==> src/rtl/core/fixed_point_alu_q24_8_top_assert.svh <==
// Assertion macros for the fixed-point ALU RTL.
// Depends on nothing; included by the top module, which checks its own logic.
`ifndef FIXED_POINT_ALU_Q24_8_TOP_ASSERT_SVH
`define FIXED_POINT_ALU_Q24_8_TOP_ASSERT_SVH

// Condition must hold at every clock edge outside reset.
`define FPA_ASSERT_HOLD(label, clk, rst, cond) \
   label: assert property (@(posedge clk) disable iff (rst) (cond)) \
      else $error("fpa check failed");

// Antecedent implies consequent in the same cycle.
`define FPA_ASSERT_IMPL(label, clk, rst, ante, cons) \
   label: assert property (@(posedge clk) disable iff (rst) (ante) |-> (cons)) \
      else $error("fpa check failed");

`endif

==> src/rtl/core/fpa_pkg.sv <==
// Types, op codes and constants of the Q24.8 fixed-point ALU.
// No dependencies; used by every module of the block.
package fpa_pkg;

   localparam int FRAC_BITS = 8;
   localparam int DIV_STEPS = 32;

   localparam logic signed [63:0] MAX_RAW = 64'sd2147483647;
   localparam logic signed [63:0] MIN_RAW = -64'sd2147483648;
   localparam logic [63:0] HALF_LSB = (FRAC_BITS > 0) ? (64'd1 << (FRAC_BITS - 1)) : 64'd0;
   localparam logic signed [63:0] BIG_MAG = 64'sd1 << 40;

   typedef enum logic [3:0] {
      OP_ADD      = 4'd0,
      OP_SUB      = 4'd1,
      OP_MUL      = 4'd2,
      OP_DIV      = 4'd3,
      OP_MIN      = 4'd4,
      OP_MAX      = 4'd5,
      OP_INC      = 4'd6,
      OP_DEC      = 4'd7,
      OP_TO_INT   = 4'd8,
      OP_FROM_INT = 4'd9
   } op_type;

   typedef struct packed {
      logic [3:0]         op;
      logic signed [31:0] a_raw;
      logic signed [31:0] b_raw;
   } req_type;

   typedef struct packed {
      logic signed [31:0] result_raw;
      logic               a_less;
      logic               a_equal;
      logic               a_greater;
      logic               overflow;
      logic               div_zero;
   } rsp_type;

   // Item in flight through the divider row.
   typedef struct packed {
      logic [3:0]         op;
      logic               a_less;
      logic               a_equal;
      logic               a_greater;
      logic signed [63:0] wide;   // unsaturated result, or raw product for mul
      logic               neg;    // quotient sign
      logic               big;    // quotient certainly beyond 32 bits
      logic               dz;
      logic [31:0]        den;
      logic [32:0]        rem;
      logic [31:0]        num;    // dividend bits still to shift in
      logic [31:0]        quo;
   } stage_type;

endpackage

==> src/rtl/core/fpa_div_cell.sv <==
// One restoring-division cell: one quotient bit per beat, passes the rest on.
// Depends on fpa_pkg.
module fpa_div_cell (
   input  logic               clock,
   input  logic               reset,
   input  logic               in_valid,
   output logic               in_ready,
   input  fpa_pkg::stage_type in_data,
   output logic               out_valid,
   input  logic               out_ready,
   output fpa_pkg::stage_type out_data
);

   logic               valid_ff;
   fpa_pkg::stage_type data_ff, data_in;
   logic [32:0]        trial;
   logic               take;

   always_comb begin
      trial   = {in_data.rem[31:0], in_data.num[31]};
      take    = trial >= {1'b0, in_data.den};
      data_in = in_data;
      data_in.rem = take ? trial - {1'b0, in_data.den} : trial;
      data_in.num = {in_data.num[30:0], 1'b0};
      data_in.quo = {in_data.quo[30:0], take};
   end

   assign in_ready  = !valid_ff || out_ready;
   assign out_valid = valid_ff;
   assign out_data  = data_ff;

   always_ff @(posedge clock) begin
      if (reset) begin
         valid_ff <= 1'b0;
      end else if (in_ready) begin
         valid_ff <= in_valid;
      end
   end

   always_ff @(posedge clock) begin
      if (in_ready && in_valid) begin
         data_ff <= data_in;
      end
   end

endmodule

==> config.mk <==
export PLATFORM = sky130hd
export DESIGN_NAME = fpa_div_cell
export DESIGN_NICKNAME = d
export VERILOG_FILES = /design/src/rtl/core/fixed_point_alu_q24_8_top_assert.svh /design/src/rtl/core/fpa_pkg.sv /design/src/rtl/core/fpa_div_cell.sv
export SDC_FILE = /design/constraint.sdc
export NUM_CORES = 1
export LEC_CHECK = 0
export ABC_CLOCK_PERIOD_IN_PS = 8860
export BUFFER_PORTS_ARGS = -buffer_cell sky130_fd_sc_hd__buf_2
export CAP_MARGIN = 20
export CELL_PAD_IN_SITES_DETAIL_PLACEMENT = 0
export CELL_PAD_IN_SITES_GLOBAL_PLACEMENT = 1
export CORE_ASPECT_RATIO = 1.4
export CORE_MARGIN = 5
export CORE_UTILIZATION = 35
export DETAILED_ROUTE_END_ITERATION = 8
export PLACE_DENSITY = 0.75
export SLEW_MARGIN = 20
export SYNTH_ARGS = -nofsm -noshare
export SYNTH_HDL_FRONTEND = slang
export SYNTH_SLANG_ARGS = --single-unit
==> constraint.sdc <==
create_clock -name clock -period 8.86 [get_ports clock]
set_input_delay 0.443 -clock clock [delete_from_list [all_inputs] [get_ports clock]]
set_output_delay 0.443 -clock clock [all_outputs]
set_load 0.02 [all_outputs]
# Yosys cells after proc, flatten, opt, wreduce, memory -nomap -nowiden

Index checks and enable logic that the tools add are counted.

Input bits: 207
Word-level logic and storage cells: 19
Output and inout bits: 205
Bits in registers: 203

Multiplexer cells: 1
Reductions and logical operators: 3
Add/subtract/negate cells: 1
Magnitude comparators: 1

Operators with widths:

| cell                | number |
|---|---|
| $ge A33 B32 Y1      | 1 |
| $mux W33            | 1 |
| $sub A33 B32 Y33    | 1 |
| $logic_and A1 B1 Y1 | 1 |
| $logic_not A1 Y1    | 1 |
| $logic_or A1 B1 Y1  | 1 |

# Depth between registers and ports, before layout

Word-level depth: 3
Depth in mapped cells: 12
Gate-level depth less buffers: 11

# Least setup slack after synthesis

Ideal clock, no wire load.

Path kind: input port to flip-flop
Start point: in out_ready
End point: reg data_ff, in the netlist out_data[0], enable pin
Arrival time: 5,344 ps
Path buffers: 0
Data required time: 8,273 ps
Path slack: 2,930 ps
Stages on the path: 2
Library setup time: 587 ps
Cells stage by stage: nand2b_1 and2_1

Longest elaborated chain between the ends: 2

RTL lines:

| item                   | RTL line           | RTL |
|---|---|---|
| start: declaration     | fpa_div_cell.sv:10 | `input logic out_ready,` |
| $logic_or A1 B1 Y1     | fpa_div_cell.sv:28 | `assign in_ready = !valid_ff \|\| out_ready;` |
| $logic_and A1 B1 Y1    | fpa_div_cell.sv:41 | `if (in_ready && in_valid) begin` |
| end signal: assignment | fpa_div_cell.sv:42 | `data_ff <= data_in;` |
| end: declaration       | fpa_div_cell.sv:15 | `fpa_pkg::stage_type data_ff, data_in;` |

No other way between the ends.
A chain may end at the register's enable or synchronous reset.

==> results.cfg <==
[outcome]
status = complete, no violations

[flow_run]
maxCapViolations = 0

[critical_path]
crit_path_top_delay_cell = o41ai_1
cp.arrival_ns = 3.36
critical_path.max_stage_delay_ns = 0.78
crit_path_frequent_cell = nand4_1
crit_required_ns = 9.17
crit_start = in_data[113]
worstPathMaxFanout = 52
critPathLaunchType = primary input
worstPathCellList = buf_2 > inv_1 > ha_1 > nand4_1 > nor2_1 > nand4_1 > o41ai_1 > o31ai_4 > buf_4 > o41ai_2
endpoint_kind = flop
r2r-start = out_valid$_SDFFE_PP0N_
critical_path_class = in2reg

[clock_network]
root_buffer = clkbuf_16
clk_pin_slew_ns = 0.06
clockBufferDepth = 3
cts_tree = done
numCtsBuffers = 21
cts_sinks = 203
cts_hold_buf = 0
cts_setup_buffers = 0
cts_max_level = 1
postCtsResizedCells = 0
clock_latency_ns = 0.50

[yosys]
synth.area.top_cells = edfxtp_1 (71%), ha_1 (4.7%), o21ai_0 (2.5%)
synth_top_cell_by_area = edfxtp_1
synth-warning-count = 0
syn_nets = 822
async_reset_ff_share_pct = 0
synth_cell_types = 62
ys_ff_latch = 203
synth_area_per_cell_sq_um = 14.6
ys_seq_area_share_pct = 71.7
synth_top_area_share_pct = 71.4
synth_flop_cell = edfxtp_1
synth_enable_flop_cells = 202
syn-instance-count = 582
yosysMostFrequentCell = edfxtp_1
synth_common_cells = edfxtp_1 (202), nand2_1 (52), o21ai_0 (43)
netlist_area_sq_um = 8490

[die]
die_y_um = 194
die_x_um = 142
initial_core_util_pct = 35.4
dieArea_sq_um = 27500
num_rows = 67
pin_count = 412
fp.coreArea_sq_um = 24000

[finish]
num-fill-cells = 2229
final_util_pct = 48.0
syn2layout_area_growth_pct = 35.4
multi_input_comb_area_sq_um = 2170
final-seq-area_sq_um = 6090
nNetsFinal = 1238
drive_gt1_share_pct = 44.5

[global_route]
overflow = 0
grt_max_degree = 82
grt_pass1_vias = 6569
grt_first_pass_wirelength_mm = 42.0
track_usage_pct = 20.5
antenna_found_initial = 13

[hold_path]
hold_start = reset
min_path_type = in2reg

[place]
place_ws_ns = 5.26
dp_hpwl_mm = 23.8
port_buffers = 408
gp_congestion = 0.857

[sta]
finalClockSkew_ns = 0.0132
drv_slew = 0
hold_viol = 0
worst_pin_slew_ns = 1.07
hold_ws_ns = 0.0863
worst_slack_ns = 5.81
rsz0062_at_grt = false
fmax_mhz = 328
setup_viol = 0
slew_headroom_pct = 28.9
period_share_pct = 34.4
fin_setup_tns_ns = 0
min_period_ns = 3.05

[drt]
drtIter0Drc = 331
routed_wl_mm = 29.6
dr.pass1.iters = 4
antenna_left = 0
avgRoutedWirePerCell_um = 22.4
wl_met1_mm = 10.8
drc = 0
dr_wl_met3_mm = 3.40
wl_met2_mm = 14.8
num_vias = 6398
highest_layer = met5
via_per_inst = 4.84

[power_and_ir_drop]
swShare_pct = 27.3
power.internal_mw = 1.76
power.total_mw = 2.42
power_density_nw_per_um2 = 210
switchingPower_uw = 660
combPwrFrac_pct = 17.6
p_leak_nw = 5.00
ir_drop_v = 0.000150
pwr-share-seq_pct = 48.0
pwr-share-clk_pct = 34.3
==> final cells by class <==
type | count | share of cell area (%)
multi-input combinational | 319 | 18.9
sequential | 203 | 52.9
tap | 310 | 3.37
antenna | 1 | 0.0218
clock buffer | 24 | 4.67
inverter | 42 | 1.37
timing repair buffer | 411 | 18.0
clock inverter | 12 | 0.805
==> path summary, 6_finish.rpt <==
path	endpoint	cells past startpoint	slack, ns
worst min register to register	out_valid$_SDFFE_PP0N_	2	0.59
worst min-delay path	out_valid$_SDFFE_PP0N_	2	0.09
worst max-delay path	out_data[91]$_DFFE_PP_	10	5.81
worst max register to register	out_data[68]$_DFFE_PP_	3	6.39
==> flip-flops by register name (all words and copies together) (netlist names) <==
register	cells
out_data	202
out_valid	1
==> routing by layer <==
metal	vias to the layer above	track usage, %
met5	-	0
met1	3053	23.3
met3	47	8.46
li1	3011	-
met4	10	4.62
met2	277	35.8
==> cell families (layout without fill, tap and decap cells) <==
family | after synthesis | count (layout) | synth area share [%]
AO/OA/AOI/OAI | 138 | 138 | 10.7
multiplexers | 3 | 3 | 0.383
XOR/XNOR | 26 | 26 | 2.68
flip-flops | 203 | 203 | 71.7
buffers and inverters | 60 | 489 | 2.92
AND/OR/NAND/NOR | 118 | 118 | 6.64
other | 1 | 2 | 0.0442
adder cells (fa/ha/maj) | 33 | 33 | 4.95
==> power groups by stage <==
stage,Clock [mW],Sequential (mW),Combinational (mW)
2_1_floorplan,0,1.28,0.164
3_3_place_gp,0,1.18,0.426
3_5_place_dp,0,1.18,0.431
4_1_cts,0.861,1.16,0.433
5_1_grt,0.897,1.17,0.464
6_report,0.830,1.16,0.426
==> cells in the final DEF, fill, tap and decap left out, types with 3 or more instances in the layout <==
| cell | synthesis | layout |
|---|---|---|
| nand2b_1 | 8 | 8 |
| xor2_1 | 13 | 13 |
| clkbuf_16 | 0 | 21 |
| clkinv_1 | 0 | 5 |
| or3_1 | 3 | 3 |
| o41ai_1 | 3 | 3 |
| xnor2_1 | 13 | 13 |
| o31ai_1 | 6 | 6 |
| nor2_1 | 18 | 18 |
| nand3_1 | 7 | 7 |
| inv_1 | 41 | 41 |
| o21ai_0 | 43 | 43 |
| and3_1 | 5 | 5 |
| clkbuf_1 | 7 | 3 |
| o21a_1 | 8 | 8 |
| a21oi_1 | 30 | 30 |
| buf_4 | 1 | 3 |
| nand4_1 | 9 | 9 |
| ha_1 | 32 | 32 |
| buf_2 | 8 | 408 |
| o21bai_1 | 7 | 7 |
| o21ai_1 | 5 | 5 |
| nor2b_1 | 3 | 3 |
| edfxtp_1 | 202 | 202 |
| nand2_1 | 52 | 52 |
| a21o_1 | 10 | 10 |
==> critical path, delay by kind of cell <==
| family | cells | cell delay, ns |
|---|---|---|
| AOI/OAI and AO/OA | 3 | 1.42 |
| adders and majority gates | 1 | 0.41 |
| buffers and inverters | 3 | 0.49 |
| and+or+nand+nor | 3 | 0.59 |
==> through the flow <==
step	area, sq um	instances
detailed placement	10900	1285
CTS	11500	1321
global route	11500	1322
floorplan	8490	582
global placement	10900	1285
finish	11500	1322
Note: power is estimated with default switching activity, not from simulation.
