### config.mk
export PLATFORM = sky130hd
export DESIGN_NAME = fpa_front
export DESIGN_NICKNAME = d
export VERILOG_FILES = /design/src/rtl/core/fixed_point_alu_q24_8_top_assert.svh /design/src/rtl/core/fpa_pkg.sv /design/src/rtl/core/fpa_front.sv
export SDC_FILE = /design/constraint.sdc
export NUM_CORES = 2
export LEC_CHECK = 0
export CORE_UTILIZATION = 65
export DETAILED_ROUTE_END_ITERATION = 10
export DONT_BUFFER_PORTS = 1
export HOLD_SLACK_MARGIN = 0.05
export PLACE_DENSITY = 0.9
export SYNTH_ARGS = -nofsm -noshare
export SYNTH_HDL_FRONTEND = slang
export SYNTH_SLANG_ARGS = --single-unit
### constraint.sdc
create_clock -name clock -period 23.9 [get_ports clock]
set_input_delay 4.78 -clock clock [delete_from_list [all_inputs] [get_ports clock]]
set_output_delay 4.78 -clock clock [all_outputs]
set_load 0.02 [all_outputs]
### src/rtl/core/fixed_point_alu_q24_8_top_assert.svh
// Assertion macros for the fixed-point ALU RTL.
// Depends on nothing; included by the top module, which checks its own logic.
`ifndef FIXED_POINT_ALU_Q24_8_TOP_ASSERT_SVH
`define FIXED_POINT_ALU_Q24_8_TOP_ASSERT_SVH

// Condition must hold at every clock edge outside reset.
`define FPA_ASSERT_HOLD(label, clk, rst, cond) \
   label: assert property (@(posedge clk) disable iff (rst) (cond)) \
      else $error("fpa check failed");

// Antecedent implies consequent in the same cycle.
`define FPA_ASSERT_IMPL(label, clk, rst, ante, cons) \
   label: assert property (@(posedge clk) disable iff (rst) (ante) |-> (cons)) \
      else $error("fpa check failed");

`endif

### src/rtl/core/fpa_pkg.sv
// Types, op codes and constants of the Q24.8 fixed-point ALU.
// No dependencies; used by every module of the block.
package fpa_pkg;

   localparam int FRAC_BITS = 8;
   localparam int DIV_STEPS = 32;

   localparam logic signed [63:0] MAX_RAW = 64'sd2147483647;
   localparam logic signed [63:0] MIN_RAW = -64'sd2147483648;
   localparam logic [63:0] HALF_LSB = (FRAC_BITS > 0) ? (64'd1 << (FRAC_BITS - 1)) : 64'd0;
   localparam logic signed [63:0] BIG_MAG = 64'sd1 << 40;

   typedef enum logic [3:0] {
      OP_ADD      = 4'd0,
      OP_SUB      = 4'd1,
      OP_MUL      = 4'd2,
      OP_DIV      = 4'd3,
      OP_MIN      = 4'd4,
      OP_MAX      = 4'd5,
      OP_INC      = 4'd6,
      OP_DEC      = 4'd7,
      OP_TO_INT   = 4'd8,
      OP_FROM_INT = 4'd9
   } op_type;

   typedef struct packed {
      logic [3:0]         op;
      logic signed [31:0] a_raw;
      logic signed [31:0] b_raw;
   } req_type;

   typedef struct packed {
      logic signed [31:0] result_raw;
      logic               a_less;
      logic               a_equal;
      logic               a_greater;
      logic               overflow;
      logic               div_zero;
   } rsp_type;

   // Item in flight through the divider row.
   typedef struct packed {
      logic [3:0]         op;
      logic               a_less;
      logic               a_equal;
      logic               a_greater;
      logic signed [63:0] wide;   // unsaturated result, or raw product for mul
      logic               neg;    // quotient sign
      logic               big;    // quotient certainly beyond 32 bits
      logic               dz;
      logic [31:0]        den;
      logic [32:0]        rem;
      logic [31:0]        num;    // dividend bits still to shift in
      logic [31:0]        quo;
   } stage_type;

endpackage

### src/rtl/core/fpa_front.sv
// Entry stage: simple ops, 32x32 product, divider setup.
// Depends on fpa_pkg.
module fpa_front (
   input  logic              clock,
   input  logic              reset,
   input  logic              in_valid,
   output logic              in_ready,
   input  fpa_pkg::req_type  in_data,
   output logic              out_valid,
   input  logic              out_ready,
   output fpa_pkg::stage_type out_data
);

   logic               valid_ff;
   fpa_pkg::stage_type data_ff, data_in;
   logic signed [63:0] a64, b64, prod;
   logic [31:0]        mag_a, mag_b;
   logic [63:0]        numer;

   always_comb begin
      a64   = {{32{in_data.a_raw[31]}}, in_data.a_raw};
      b64   = {{32{in_data.b_raw[31]}}, in_data.b_raw};
      prod  = in_data.a_raw * in_data.b_raw;
      mag_a = in_data.a_raw[31] ? 32'(-a64) : in_data.a_raw;
      mag_b = in_data.b_raw[31] ? 32'(-b64) : in_data.b_raw;
      numer = {32'd0, mag_a} << fpa_pkg::FRAC_BITS;

      data_in.op        = in_data.op;
      data_in.a_less    = in_data.a_raw < in_data.b_raw;
      data_in.a_equal   = in_data.a_raw == in_data.b_raw;
      data_in.a_greater = in_data.a_raw > in_data.b_raw;
      data_in.neg       = in_data.a_raw[31] ^ in_data.b_raw[31];
      data_in.big       = numer[63:32] >= mag_b;
      data_in.dz        = (in_data.op == fpa_pkg::OP_DIV) && (in_data.b_raw == 32'sd0);
      data_in.den       = mag_b;
      data_in.rem       = data_in.big ? 33'd0 : {1'b0, numer[63:32]};
      data_in.num       = numer[31:0];
      data_in.quo       = 32'd0;
      case (in_data.op)
         fpa_pkg::OP_ADD:      data_in.wide = a64 + b64;
         fpa_pkg::OP_SUB:      data_in.wide = a64 - b64;
         fpa_pkg::OP_MUL:      data_in.wide = prod;
         fpa_pkg::OP_MIN:      data_in.wide = data_in.a_less ? a64 : b64;
         fpa_pkg::OP_MAX:      data_in.wide = data_in.a_greater ? a64 : b64;
         fpa_pkg::OP_INC:      data_in.wide = a64 + 64'sd1;
         fpa_pkg::OP_DEC:      data_in.wide = a64 - 64'sd1;
         fpa_pkg::OP_TO_INT:   data_in.wide = a64 >>> fpa_pkg::FRAC_BITS;
         fpa_pkg::OP_FROM_INT: data_in.wide = a64 <<< fpa_pkg::FRAC_BITS;
         default:              data_in.wide = 64'sd0;
      endcase
   end

   assign in_ready  = !valid_ff || out_ready;
   assign out_valid = valid_ff;
   assign out_data  = data_ff;

   always_ff @(posedge clock) begin
      if (reset) begin
         valid_ff <= 1'b0;
      end else if (in_ready) begin
         valid_ff <= in_valid;
      end
   end

   always_ff @(posedge clock) begin
      if (in_ready && in_valid) begin
         data_ff <= data_in;
      end
   end

endmodule

Word level (Yosys, flattened, before mapping)
Index checks and enable logic that the tools add are counted.
{ "classes": {"n_addsub": 6, "n_mul": 1, "n_lt_le_gt_ge": 3, "eq_ne": 10, "mux": 5, "bitwise": 1, "n_reduce_logical": 6} }
{ "op_table": {"columns": ["op", "count"], "rows": [
  ["case mux 64 bit (9 select lines)", 1],
  ["2-to-1 mux 64 bit", 2],
  ["multiplier 32 x 32 -> 64 bit", 1],
  ["2-to-1 mux 32 bit", 2],
  ["negation 32 bit", 2],
  ["adder 32 x 2 -> 33 bit, second input constant", 1],
  ["adder 32 x 32 -> 33 bit", 1],
  ["subtractor 32 x 2 -> 33 bit, second input constant", 1],
  ["subtractor 32 x 32 -> 33 bit", 1],
  ["equality test 32 bit", 1],
  ["greater-or-equal comparator 8 x 32 -> 1 bit", 1],
  ["> comparator 32 bit", 1],
  ["logical NOT 32 bit", 1],
  ["< comparator 32 bit", 1],
  ["equality test 4 x 3 -> 1 bit, second input constant", 4],
  ["equality test 4 x 2 -> 1 bit, second input constant", 2],
  ["equality test 4 bit, second input constant", 2],
  ["equality test 4 x 1 -> 1 bit, second input constant", 1],
  ["logical NOT 4 bit", 1],
  ["logical AND 1 bit", 2],
  ["logical NOT 1 bit", 1],
  ["logical OR 1 bit", 1],
  ["bitwise XOR 1 bit", 1]
]} }
{ "totals": {"reg_bits": 164, "input_bits": 72, "output_inout_bits": 205} }

Depth between registers and ports, before layout
{ "logic_depth": {"ltp_word": 3, "mapped_depth": 31, "ltp_nobuf": 28} }

Worst setup path before layout
No wires, ideal clock.
{ "synth_timing": {"path_type": "in2reg", "start": "input in_data[63] (netlist name)", "end": "register data_ff (netlist bit out_data[195]), data pin", "setup_ns": 0.274, "arrival_time_ns": 12.841, "slack_ns": 10.784, "stages": 30, "cell_sequence": "clkbuf_1 clkbuf_1 clkbuf_1 nand2_1 inv_1 fa_1 inv_1 fa_1 inv_1 fa_1 fa_1 inv_1 fa_1 inv_1 fa_1 inv_1 fa_1 inv_1 fa_1 ha_1 and2_1 a221o_1 a21o_1 a21oi_1 o21bai_1 a21o_1 a2111oi_0 a21oi_1 xnor2_1 o21ai_1"} }
{ "synth_rtl": {"columns": ["item", "line", "text"], "rows": [
  ["start: declaration", "fpa_front.sv:8", "input fpa_pkg::req_type in_data,"],
  ["end signal: assignment", "fpa_front.sv:67", "data_ff <= data_in;"],
  ["end: declaration", "fpa_front.sv:15", "fpa_pkg::stage_type data_ff, data_in;"]
]} }

==> results.tsv <==
stage	metric	value	unit
worst_hold_path	min_path_type	flop to flop	
global_routing	grt-ovfl-total	0	
worst_setup_path	critPathLaunch	in_data[63]	
global_routing	grt_max_degree	76	
clock_network	worstSkewPairLatency	480	ps
floorplan	die_x	275	µm
synth	synth_top_cell_area_share	44.7	%
global_routing	grtUsageTotal	45.6	%
synth	synthCells	5285	
synth	seq_area_frac_synth	8.57	%
timing	period_minus_slack	13160	ps
place	gp_congestion	1.05	
layout	final_cell_mix	1084 x fa_1, 1029 x inv_1, 585 x nand2_1	
timing	setup_viol	0	
floorplan	dieArea	75800	µm²
routing	drt_iter0_markers	5538	
timing	clock_skew	14.8	ps
timing	worst_slew_pin_slew	1290	ps
synth	ys_seq_elements	139	
timing	slew_headroom	14.0	%
floorplan	ios	277	
run_status	outcome	finished, violations left	
timing	period_share	55.1	%
global_routing	antenna_found_initial	4	
synth	avgSynthCellArea	9.19	µm²
timing	rsz0062_at_grt	false	
routing	dr.pass1.iters	11	
timing	fin_setup_tns	0	ps
place	hpwlAfterDp	120	mm
clock_network	ctsHoldBuffers	0	
synth	synth_top_area_cell	fa_1	
clock_network	cts_resized	0	
floorplan	coreArea	73500	µm²
clock_network	htree_num_levels	4	
clock_network	post-cts-setup-buffers	0	
routing	vias	39500	
run_status	violations	design-rule violations	
routing	drt-total-wl	167	mm
layout	fillers	5456	
layout	fin_nets	6407	
routing	drc	1	
floorplan	fp-row-count	99	
worst_hold_path	hold_path_startpoint	out_valid$_SDFFE_PP0N_	
synth	ys.flop_type	edfxtp_1	
clock_network	cts_tree	done	
worst_setup_path	crit_path_max_fanout	57	
routing	wl_per_cell	27.9	µm
synth	ys_async_sr_fraction	0	%
routing	ant_nets	0	
synth	synth_area	48600	µm²
synth	synthTopCellsByArea	fa_1 45%, edfxtp_1 8.5%, inv_1 8.0%, ha_1 6.7%, and2_1 5.7%	
worst_setup_path	cp-start-kind	input port	
synth	synth_edf_count	138	
clock_network	clk_pin_slew	80	ps
clock_network	cts_buffer_depth	2	
routing	vias_per_cell	6.62	
synth	ys_types	95	
layout	final_common_cell	fa_1	
timing	hold_viol	0	
worst_setup_path	required	24110	ps
clock_network	root_buffer	clkbuf_16	
floorplan	die_y	275	µm
clock_network	tritoncts.num_buffers	17	
timing	fmax	76.0	MHz
synth	ys_warn_count	0	
worst_setup_path	cp.arrival	13370	ps
place	port_buffers	0	
worst_setup_path	cp-end-kind	flop	
timing	slew_violations	0	
run	drv_cap	0	
layout	drive_above_1_share	2.12	%
global_routing	grt_pass1_wl	254	mm
floorplan	initial_core_util	66.1	%
worst_setup_path	critical_path_class	input port to flop	
global_routing	grt_pass1_vias	43100	
layout	area_delta_synth_final	0.976	%
clock_network	cts_sinks	139	
worst_setup_path	reg2reg_from	out_valid$_SDFFE_PP0N_	
-- worst max-delay path, cell delays in order --
cell	delay, ps
inv_2	350
nor2_1	130
fa_1	600
inv_1	190
fa_1	500
inv_1	220
fa_1	500
fa_1	900
inv_1	430
fa_1	600
inv_1	60
fa_1	540
inv_1	50
fa_1	480
inv_1	60
fa_1	460
ha_1	390
nand2_1	100
nor2_1	180
and4_1	240
inv_1	50
o31ai_1	630
o21ai_1	240
o21ai_1	310
a311oi_1	150
xor2_1	140
o21ai_1	70
-- flip-flops by register name (all words and copies together) (netlist names) --
name,flops
out_data,138
out_valid,1
-- layer usage --
metal  global-route usage [%]  vias to the layer above  routed length (µm)
li1                         -                    15600                   -
met1                     53.0                    19400               52900
met2                     67.4                     3443               72100
met3                     19.9                     1093               26700
met4                     32.8                        2               15000
met5                        0                        -                  13
-- final timing paths --
kind / end / slack (ps) / cells past startpoint
setup / recovery: out_data[194]$_DFFE_PP_ / 10740 / 27
hold / removal: out_valid$_SDFFE_PP0N_ / 860 / 2
setup reg to reg: out_data[172]$_DFFE_PP_ / 21090 / 3
hold reg to reg: out_valid$_SDFFE_PP0N_ / 860 / 2
-- per-stage QoR --
step / util (%) / cell area [µm²] / hold WS (ps) / cells / worst slack [ps]
after floorplan: - / 48800 / 729 / 5349 / 10780
after global placement: 65.9 / 48400 / 835 / 5931 / 10680
after detailed placement: 65.9 / 48400 / 844 / 5931 / 10520
after CTS: 66.8 / 49000 / 857 / 5963 / 10970
after global routing: 66.8 / 49000 / 883 / 5964 / 10410
final: 66.8 / 49000 / 859 / 5964 / 10740
-- kinds of logic (layout without fill, tap and decap cells) --
group                      Yosys count  after routing  synth area share [%]
and+or+nand+nor                   1495           1495                  15.2
buffers and inverters             1442           1097                  11.7
adders and majority gates         1344           1344                  51.4
AOI/OAI and AO/OA                  634            634                  8.81
xor gates and xnor gates           169            169                  3.05
DFF                                139            139                  8.57
muxes                               61             61                  1.26
other                                1             66               0.00772
-- cells in the mapped netlist (6+ instances only) --
cell,instances
fa_1,1084
inv_1,1029
nand2_1,585
and2_1,445
clkbuf_1,276
ha_1,260
nor2_1,216
a21oi_1,144
edfxtp_1,138
xnor2_1,120
o21ai_0,103
buf_4,66
mux2i_1,61
o21ai_1,52
xor2_1,49
nor3_1,46
buf_1,40
nand3_1,39
o221ai_1,36
nand2b_1,29
a21o_1,28
a211oi_1,25
or3_1,25
o22ai_1,23
o21bai_1,22
o31ai_1,21
a221o_1,20
a31oi_1,20
nor4_1,18
a222oi_1,17
buf_2,15
nor2b_1,15
and3_1,14
nand4_1,14
o211ai_1,14
o21a_1,14
or4_1,11
a221oi_1,10
inv_2,10
a22oi_1,9
o41a_1,8
o31a_1,6
o41ai_1,6
-- layout make-up --
type,count,area [µm²],area share [%]
sequential,139,4160,8.49
antenna,1,2.50,0.00510
clock buffer,17,425,0.867
tap,959,1200,2.45
inverter,1042,3920,7.98
multi-input combinational,3768,39000,79.5
timing repair buffer,23,173,0.352
clock inverter,15,175,0.357
Power is left out: the tool's default activity adds up to more than one toggle a clock period on the data nets, which glitch-free logic cannot reach.
