==> src/rtl/core/fixed_point_alu_q24_8_top_assert.svh <==
// Assertion macros for the fixed-point ALU RTL.
// Depends on nothing; included by the top module, which checks its own logic.
`ifndef FIXED_POINT_ALU_Q24_8_TOP_ASSERT_SVH
`define FIXED_POINT_ALU_Q24_8_TOP_ASSERT_SVH

// Condition must hold at every clock edge outside reset.
`define FPA_ASSERT_HOLD(label, clk, rst, cond) \
   label: assert property (@(posedge clk) disable iff (rst) (cond)) \
      else $error("fpa check failed");

// Antecedent implies consequent in the same cycle.
`define FPA_ASSERT_IMPL(label, clk, rst, ante, cons) \
   label: assert property (@(posedge clk) disable iff (rst) (ante) |-> (cons)) \
      else $error("fpa check failed");

`endif

==> src/rtl/core/fpa_pkg.sv <==
// Types, op codes and constants of the Q24.8 fixed-point ALU.
// No dependencies; used by every module of the block.
package fpa_pkg;

   localparam int FRAC_BITS = 8;
   localparam int DIV_STEPS = 32;

   localparam logic signed [63:0] MAX_RAW = 64'sd2147483647;
   localparam logic signed [63:0] MIN_RAW = -64'sd2147483648;
   localparam logic [63:0] HALF_LSB = (FRAC_BITS > 0) ? (64'd1 << (FRAC_BITS - 1)) : 64'd0;
   localparam logic signed [63:0] BIG_MAG = 64'sd1 << 40;

   typedef enum logic [3:0] {
      OP_ADD      = 4'd0,
      OP_SUB      = 4'd1,
      OP_MUL      = 4'd2,
      OP_DIV      = 4'd3,
      OP_MIN      = 4'd4,
      OP_MAX      = 4'd5,
      OP_INC      = 4'd6,
      OP_DEC      = 4'd7,
      OP_TO_INT   = 4'd8,
      OP_FROM_INT = 4'd9
   } op_type;

   typedef struct packed {
      logic [3:0]         op;
      logic signed [31:0] a_raw;
      logic signed [31:0] b_raw;
   } req_type;

   typedef struct packed {
      logic signed [31:0] result_raw;
      logic               a_less;
      logic               a_equal;
      logic               a_greater;
      logic               overflow;
      logic               div_zero;
   } rsp_type;

   // Item in flight through the divider row.
   typedef struct packed {
      logic [3:0]         op;
      logic               a_less;
      logic               a_equal;
      logic               a_greater;
      logic signed [63:0] wide;   // unsaturated result, or raw product for mul
      logic               neg;    // quotient sign
      logic               big;    // quotient certainly beyond 32 bits
      logic               dz;
      logic [31:0]        den;
      logic [32:0]        rem;
      logic [31:0]        num;    // dividend bits still to shift in
      logic [31:0]        quo;
   } stage_type;

endpackage

==> src/rtl/core/fpa_back.sv <==
// Output stage: mul and div rounding, saturation, result register.
// Depends on fpa_pkg.
module fpa_back (
   input  logic               clock,
   input  logic               reset,
   input  logic               in_valid,
   output logic               in_ready,
   input  fpa_pkg::stage_type in_data,
   output logic               out_valid,
   input  logic               out_ready,
   output fpa_pkg::rsp_type   out_data
);

   logic               valid_ff;
   fpa_pkg::rsp_type   data_ff, data_in;
   logic [63:0]        pmag, pround;
   logic [32:0]        qmag;
   logic signed [63:0] qval, value;

   always_comb begin
      pmag   = in_data.wide[63] ? 64'(-in_data.wide) : 64'(in_data.wide);
      pround = (pmag + fpa_pkg::HALF_LSB) >> fpa_pkg::FRAC_BITS;
      qmag   = {1'b0, in_data.quo} +
               33'({in_data.rem, 1'b0} >= {2'b00, in_data.den});
      qval   = $signed(64'(qmag));
      case (in_data.op)
         fpa_pkg::OP_MUL: value = in_data.wide[63] ? -$signed(pround) : $signed(pround);
         fpa_pkg::OP_DIV: begin
            if (in_data.big) begin
               value = in_data.neg ? -fpa_pkg::BIG_MAG : fpa_pkg::BIG_MAG;
            end else begin
               value = in_data.neg ? -qval : qval;
            end
         end
         default: value = in_data.wide;
      endcase

      data_in.a_less    = in_data.a_less;
      data_in.a_equal   = in_data.a_equal;
      data_in.a_greater = in_data.a_greater;
      data_in.div_zero  = in_data.dz;
      if (in_data.dz) begin
         data_in.result_raw = 32'sd0;
         data_in.overflow   = 1'b0;
      end else if (value > fpa_pkg::MAX_RAW) begin
         data_in.result_raw = 32'(fpa_pkg::MAX_RAW);
         data_in.overflow   = 1'b1;
      end else if (value < fpa_pkg::MIN_RAW) begin
         data_in.result_raw = 32'(fpa_pkg::MIN_RAW);
         data_in.overflow   = 1'b1;
      end else begin
         data_in.result_raw = value[31:0];
         data_in.overflow   = 1'b0;
      end
   end

   assign in_ready  = !valid_ff || out_ready;
   assign out_valid = valid_ff;
   assign out_data  = data_ff;

   always_ff @(posedge clock) begin
      if (reset) begin
         valid_ff <= 1'b0;
      end else if (in_ready) begin
         valid_ff <= in_valid;
      end
   end

   always_ff @(posedge clock) begin
      if (in_ready && in_valid) begin
         data_ff <= data_in;
      end
   end

endmodule

==> config.mk <==
export PLATFORM = sky130hd
export DESIGN_NAME = fpa_back
export DESIGN_NICKNAME = d
export VERILOG_FILES = /design/src/rtl/core/fixed_point_alu_q24_8_top_assert.svh /design/src/rtl/core/fpa_pkg.sv /design/src/rtl/core/fpa_back.sv
export SDC_FILE = /design/constraint.sdc
export NUM_CORES = 1
export LEC_CHECK = 0
export ABC_CLOCK_PERIOD_IN_PS = 8800
export BUFFER_PORTS_ARGS = -buffer_cell sky130_fd_sc_hd__buf_2
export CORE_MARGIN = 2
export CORE_UTILIZATION = 52
export DETAILED_ROUTE_END_ITERATION = 6
export GPL_TIMING_DRIVEN = 0
export PLACE_DENSITY_LB_ADDON = 0.15
export SYNTH_ARGS = -nofsm -noshare
export SYNTH_HDL_FRONTEND = slang
export SYNTH_SLANG_ARGS = --single-unit
==> constraint.sdc <==
create_clock -name clock -period 8.8 [get_ports clock]
set_input_delay 1.76 -clock clock [delete_from_list [all_inputs] [get_ports clock]]
set_output_delay 1.76 -clock clock [all_outputs]
set_load 0.03 [all_outputs]
== After elaboration in Yosys (flattened, before gate mapping) ==
Index checks and enable logic that the tools add are counted.

* Register bits after elaboration: 38
* Input port bits: 207
* Output and inout bits: 39
* Word-level logic and storage cells: 32

* Add/sub/neg operators: 5
* Order comparisons: 3
* Eq/ne operators: 2
* Mux-type cells: 10
* Reductions and logical operators: 4

{| class="wikitable"
|+ Operators with widths
! operator !! count
|-
| $mux W64 || 5
|-
| $pmux W64 S2 || 1
|-
| $add A64 B8 Y64 const B || 1
|-
| $gt A64 B32 Y1 const B || 1
|-
| $lt A64 B32 Y1 const B || 1
|-
| $neg A33 Y64 || 1
|-
| $neg A56 Y64 || 1
|-
| $neg A64 Y64 || 1
|-
| $ge A34 B32 Y1 || 1
|-
| $add A32 B1 Y33 || 1
|-
| $mux W32 || 1
|-
| $mux W31 || 1
|-
| $eq A4 B2 Y1 const B || 2
|-
| $mux W1 || 2
|-
| $reduce_or A2 Y1 || 1
|-
| $logic_and A1 B1 Y1 || 1
|-
| $logic_not A1 Y1 || 1
|-
| $logic_or A1 B1 Y1 || 1
|}

== Depth between registers and ports, before layout ==
* Word-level depth: 9
* Mapped depth: 35
* Gate-level depth less buffers: 33

== Worst setup path after synthesis ==
Ideal clock, no wire load.

* Path type: input to register
* Start point: in in_data[195] (netlist bit)
* End point: reg data_ff, in the netlist out_data[26], data pin
* Library setup time: 150 ps
* Arrival time: 9,369 ps
* Required time: 8,650 ps
* Slack: -719 ps
* Cell stages on the path: 32
* Path buffers: 13
* Path through: buf_2 > buf_2 > buf_2 > buf_2 > clkbuf_1 > clkbuf_1 > buf_2 > clkbuf_1 > clkbuf_1 > clkbuf_1 > clkbuf_1 > nand2_1 > xnor2_1 > ha_1 > inv_1 > nor2_1 > a311oi_1 > xnor2_1 > or4b_2 > nor2_1 > o2111ai_1 > nor4b_2 > nand3_2 > o41ai_1 > xnor2_1 > o221ai_1 > or4_1 > or4_1 > buf_2 > and2_4 > buf_6 > nor3_2

* Word-level cells in the longest chain between the ends: 9
* Elaborated cells between the ends (all ways): 10
* Classes of those cells: add/sub: 3; order compare: 2; mux: 5

{| class="wikitable"
|+ RTL lines
! item !! RTL line !! RTL
|-
| start, declared || fpa_back.sv:8 || <nowiki>input fpa_pkg::stage_type in_data,</nowiki>
|-
| $neg A64 Y64 || fpa_back.sv:21 || <nowiki>pmag = in_data.wide[63] ? 64'(-in_data.wide) : 64'(in_data.wide);</nowiki>
|-
| $mux W64 || fpa_back.sv:21 ||
|-
| $add A64 B8 Y64 || fpa_back.sv:22 || <nowiki>pround = (pmag + fpa_pkg::HALF_LSB) >> fpa_pkg::FRAC_BITS;</nowiki>
|-
| $neg A56 Y64 || fpa_back.sv:27 || <nowiki>fpa_pkg::OP_MUL: value = in_data.wide[63] ? -$signed(pround) : $signed(pround);</nowiki>
|-
| $mux W64 || fpa_back.sv:27 ||
|-
| $pmux W64 S2 * || fpa_back.sv:26 || <nowiki>case (in_data.op)</nowiki>
|-
| $lt A64 B32 Y1 || fpa_back.sv:48 || <nowiki>end else if (value < fpa_pkg::MIN_RAW) begin</nowiki>
|-
| $mux W32 || fpa_back.sv:48 ||
|-
| $mux W31 * || fpa_back.sv:45 || <nowiki>end else if (value > fpa_pkg::MAX_RAW) begin</nowiki>
|-
| end signal, assigned || fpa_back.sv:71 || <nowiki>data_ff <= data_in;</nowiki>
|-
| end, declared || fpa_back.sv:15 || <nowiki>fpa_pkg::rsp_type data_ff, data_in;</nowiki>
|}

Every way passes the cells marked *; elsewhere a longest branch is shown, timed or not.
A chain may end at the register's enable or synchronous reset.

== Final worst setup path ==
* Start point: in in_data[156] (netlist bit)
* End point: reg data_ff, in the netlist out_data[24], data pin

Same word-level chain as after synthesis.

==> impl_metrics.csv <==
group,metric,value,unit
logic_synthesis,synthTopCellsByCount,"nor2_1, nand2_1, xnor2_1",
clock_tree,clkLatencyLatePin,280,ps
setup_path,crit_buf_inv,4,
power,p_leak,4.879,nW
setup_path,cpPeakStageDelay,620,ps
cells_and_area,fin_cells,2106,
die,core-area,21220,um^2
logic_synthesis,ys_ff_latch,38,
logic_synthesis,synthFlopType,"edfxtp_1",
timing,period_share,98.24,%
power,peakVddDrop,72.80,uV
setup_path,cp.required,8910,ps
die,die-height,151.5,um
placement,hpwlAfterDp,37.72,mm
clock_tree,cts.clk_slew.worst_paths,60,ps
route,drt_wl_total,46.94,mm
logic_synthesis,yosysTopAreaCell,"edfxtp_1",
grt,grt_pass1_wl,69.56,mm
grt,grt_antenna_before_repair,0,
worst_hold_path,hp-class,"reg -> reg",
cells_and_area,diodes,0,
logic_synthesis,syn-instance-count,1616,
timing,worst_slew_pin_slew,1304,ps
grt,grt-ovfl-total,0,
timing,timing_max_transition_violations_final,0,
status,status,"completed",
clock_tree,numCtsBuffers,5,
setup_path,path_cells,"clkbuf_1 > nor4_2 > nand4_1 > o41ai_1 > a221oi_1 > nor4_2 > nand2_1 > or3_1 > buf_2 > nor4b_2 > xnor2_1 > or4_4 > o41ai_4 > xnor2_1 > a221oi_1 > or4_1 > or4_1 > buf_2 > and2_4 > buf_6 > a21oi_1",
placement,dp_slack,-2167,ps
setup_path,end_kind,"register",
placement,dp_cells,2074,
placement,portBuffers,183,
die,dieArea,22950,um^2
die,rows,53,
timing,period_minus_slack,8645,ps
cells_and_area,nNetsFinal,2073,
logic_synthesis,synth_edf_count,37,
clock_tree,cts_tree,"yes",
logic_synthesis,netlist_area,11310,um^2
setup_path,path_max_fanout,10,
grt,grtUsageTotal,38.77,%
logic_synthesis,synth_fp_nets,1859,
setup_path,criticalPathCategory,"in -> reg",
route,drc_errors,0,
logic_synthesis,ys_seq_area_share,9.998,%
die,start_util,53.31,%
logic_synthesis,synth_warnings,0,
setup_path,arrival,8760,ps
route,wire_per_inst,22.29,um
die,ioPinCount,246,
route,antenna_left,0,
setup_path,crit_family,"simple AND/OR/NAND/NOR gates",
die,dieWidth,151.5,um
logic_synthesis,async_reset_ff_share,0,%
timing,skew,5.249,ps
cells_and_area,drive_gt1_share,20.64,%
clock_tree,htreeDepth,2,
route,vias,14420,
job,drv_cap,0,
cells_and_area,syn_to_final_growth,18.64,%
logic_synthesis,synthTopCellsByArea,"edfxtp_1, xnor2_1, xor2_1",
timing,hold_violations,0,
timing,max-slew-margin-rel,12.53,%
timing,setup_viol,0,
route,drtIter0Drc,1513,
route,first_pass_iters,6,
setup_path,cpMaxStageDelayCell,"nor4_2",
clock_tree,clock-sinks,38,
logic_synthesis,synth_top_cell_area_share,9.821,%
placement,globalplace.congestion,1.034,
clock_tree,ctsRootBufferMaster,"clkbuf_16",
power,powerDensity,76.77,nW/um^2
setup_path,rrSetupSlack,7290,ps
grt,grt_start_max_net_pins,38,
logic_synthesis,syn_area_per_cell,7.001,um^2
clock_tree,max-clock-path-buffers,2,
route,avgViaCountPerCell,6.849,
setup_path,cp-start-kind,"input pin",
logic_synthesis,yosysMostFrequentCell,"nor2_1",
logic_synthesis,synth_cell_type_count,107,
grt,grt_pass1_vias,12840,
timing,setup_slack,154.7,ps
timing,max_freq,115.7,MHz
sequential cells by signal, summed over array words and instances (netlist names):
| name | count |
|---|---|
| out_data | 37 |
| out_valid | 1 |
final timing paths:
path,cells past startpoint,endpoint,from
worst max-delay path,21,out_data[24]$_SDFFCE_PP0P_,in_data[156]
worst min-delay path,2,out_valid$_SDFFE_PP0N_,out_valid$_SDFFE_PP0N_
worst max register to register,2,out_data[27]$_SDFFCE_PP0P_,out_valid$_SDFFE_PP0N_
worst min register to register,2,out_valid$_SDFFE_PP0N_,out_valid$_SDFFE_PP0N_
report_power, final:
part / leakage [nW] / internal [mW] / switching, mW / total [mW]
registers: 0.375 / 0.216 / 0.00478 / 0.221
logic: 4.42 / 0.213 / 0.385 / 0.598
clock network: 0.0841 / 0.142 / 0.0693 / 0.211
total: 4.88 / 0.571 / 0.460 / 1.03
tightest hold or removal path: cells and delay by family (launching register included):
family	cells	cell delay (ps)
AOI/OAI and AO/OA	1	70
and+or+nand+nor	1	100
DFF	1	310
final cells by class:
type | instances | area (um^2)
plain buffers | 109 | 595.6
clock buffers | 7 | 142.6
clock inverters | 1 | 30.03
fillers | 2040 | 7799
inverters | 59 | 221.5
multi-input cells | 1405 | 9804
flip-flops and latches | 38 | 1131
well taps | 275 | 344.1
repair buffers | 212 | 1152
layer usage:
metal | vias up | global-route usage, % | share of wire, %
li1 | 6595 | - | -
met1 | 6766 | 49.15 | 39
met2 | 889 | 64.52 | 45
met3 | 173 | 5.569 | 9.3
met4 | 0 | 19.12 | 6.1
met5 | - | 0 | 0
stage by stage:
step           util [%]  cell area (um^2)  TNS [ps]  power, mW  hold slack, ps
4_1_cts           61.01             12950         0     0.9976           517.5
6_report          63.25             13420         0      1.030           523.8
2_1_floorplan         -             11360         0     0.5964           859.5
3_3_place_gp      59.47             12620    -61770     0.7748           493.7
3_5_place_dp      59.48             12620    -63770     0.7833           510.9
5_1_grt           63.25             13420    -333.3      1.077           569.0
placed cells by master (no fill, tap or decap), types with 13 or more instances in the layout:
cell type  synthesis  final
buf_2             30    205
nor2_1           143    141
nand2_1          134    132
xnor2_1          114    108
o21ai_0           91     89
xor2_1            79     79
nand3_1           78     78
clkbuf_1          72     62
inv_1             58     58
nand4_1           54     54
nor3_1            62     52
a21oi_1           53     48
nor4_1            45     39
edfxtp_1          37     37
ha_1              36     34
or3_1             32     32
o31ai_1           31     29
buf_4              2     29
o221ai_1          28     27
or4_1             27     26
nand2b_1          26     25
and3_1            21     21
a31oi_1           21     21
and2_1            21     20
o211ai_1          17     17
a21o_1            16     16
or2_2             15     15
a211oi_1          14     13
a221oi_1          13     13
timing repair:
item	4_1_cts	5_1_grt
setup buffers	3	25
cloned	1	0
setup endpoints to repair	33	33
gates resized for setup	25	63
pin swaps	3	22
hold buffers	0	0
cell families after synthesis:
family | synth area share, %
buffers and inverters | 6.470
adder cells (fa/ha/maj) | 3.981
AND/OR/NAND/NOR | 36.05
AO/OA/AOI/OAI | 26.89
flip-flops | 9.998
XOR/XNOR | 15.14
multiplexers | 1.471
Note: power is estimated with default switching activity, not from simulation.
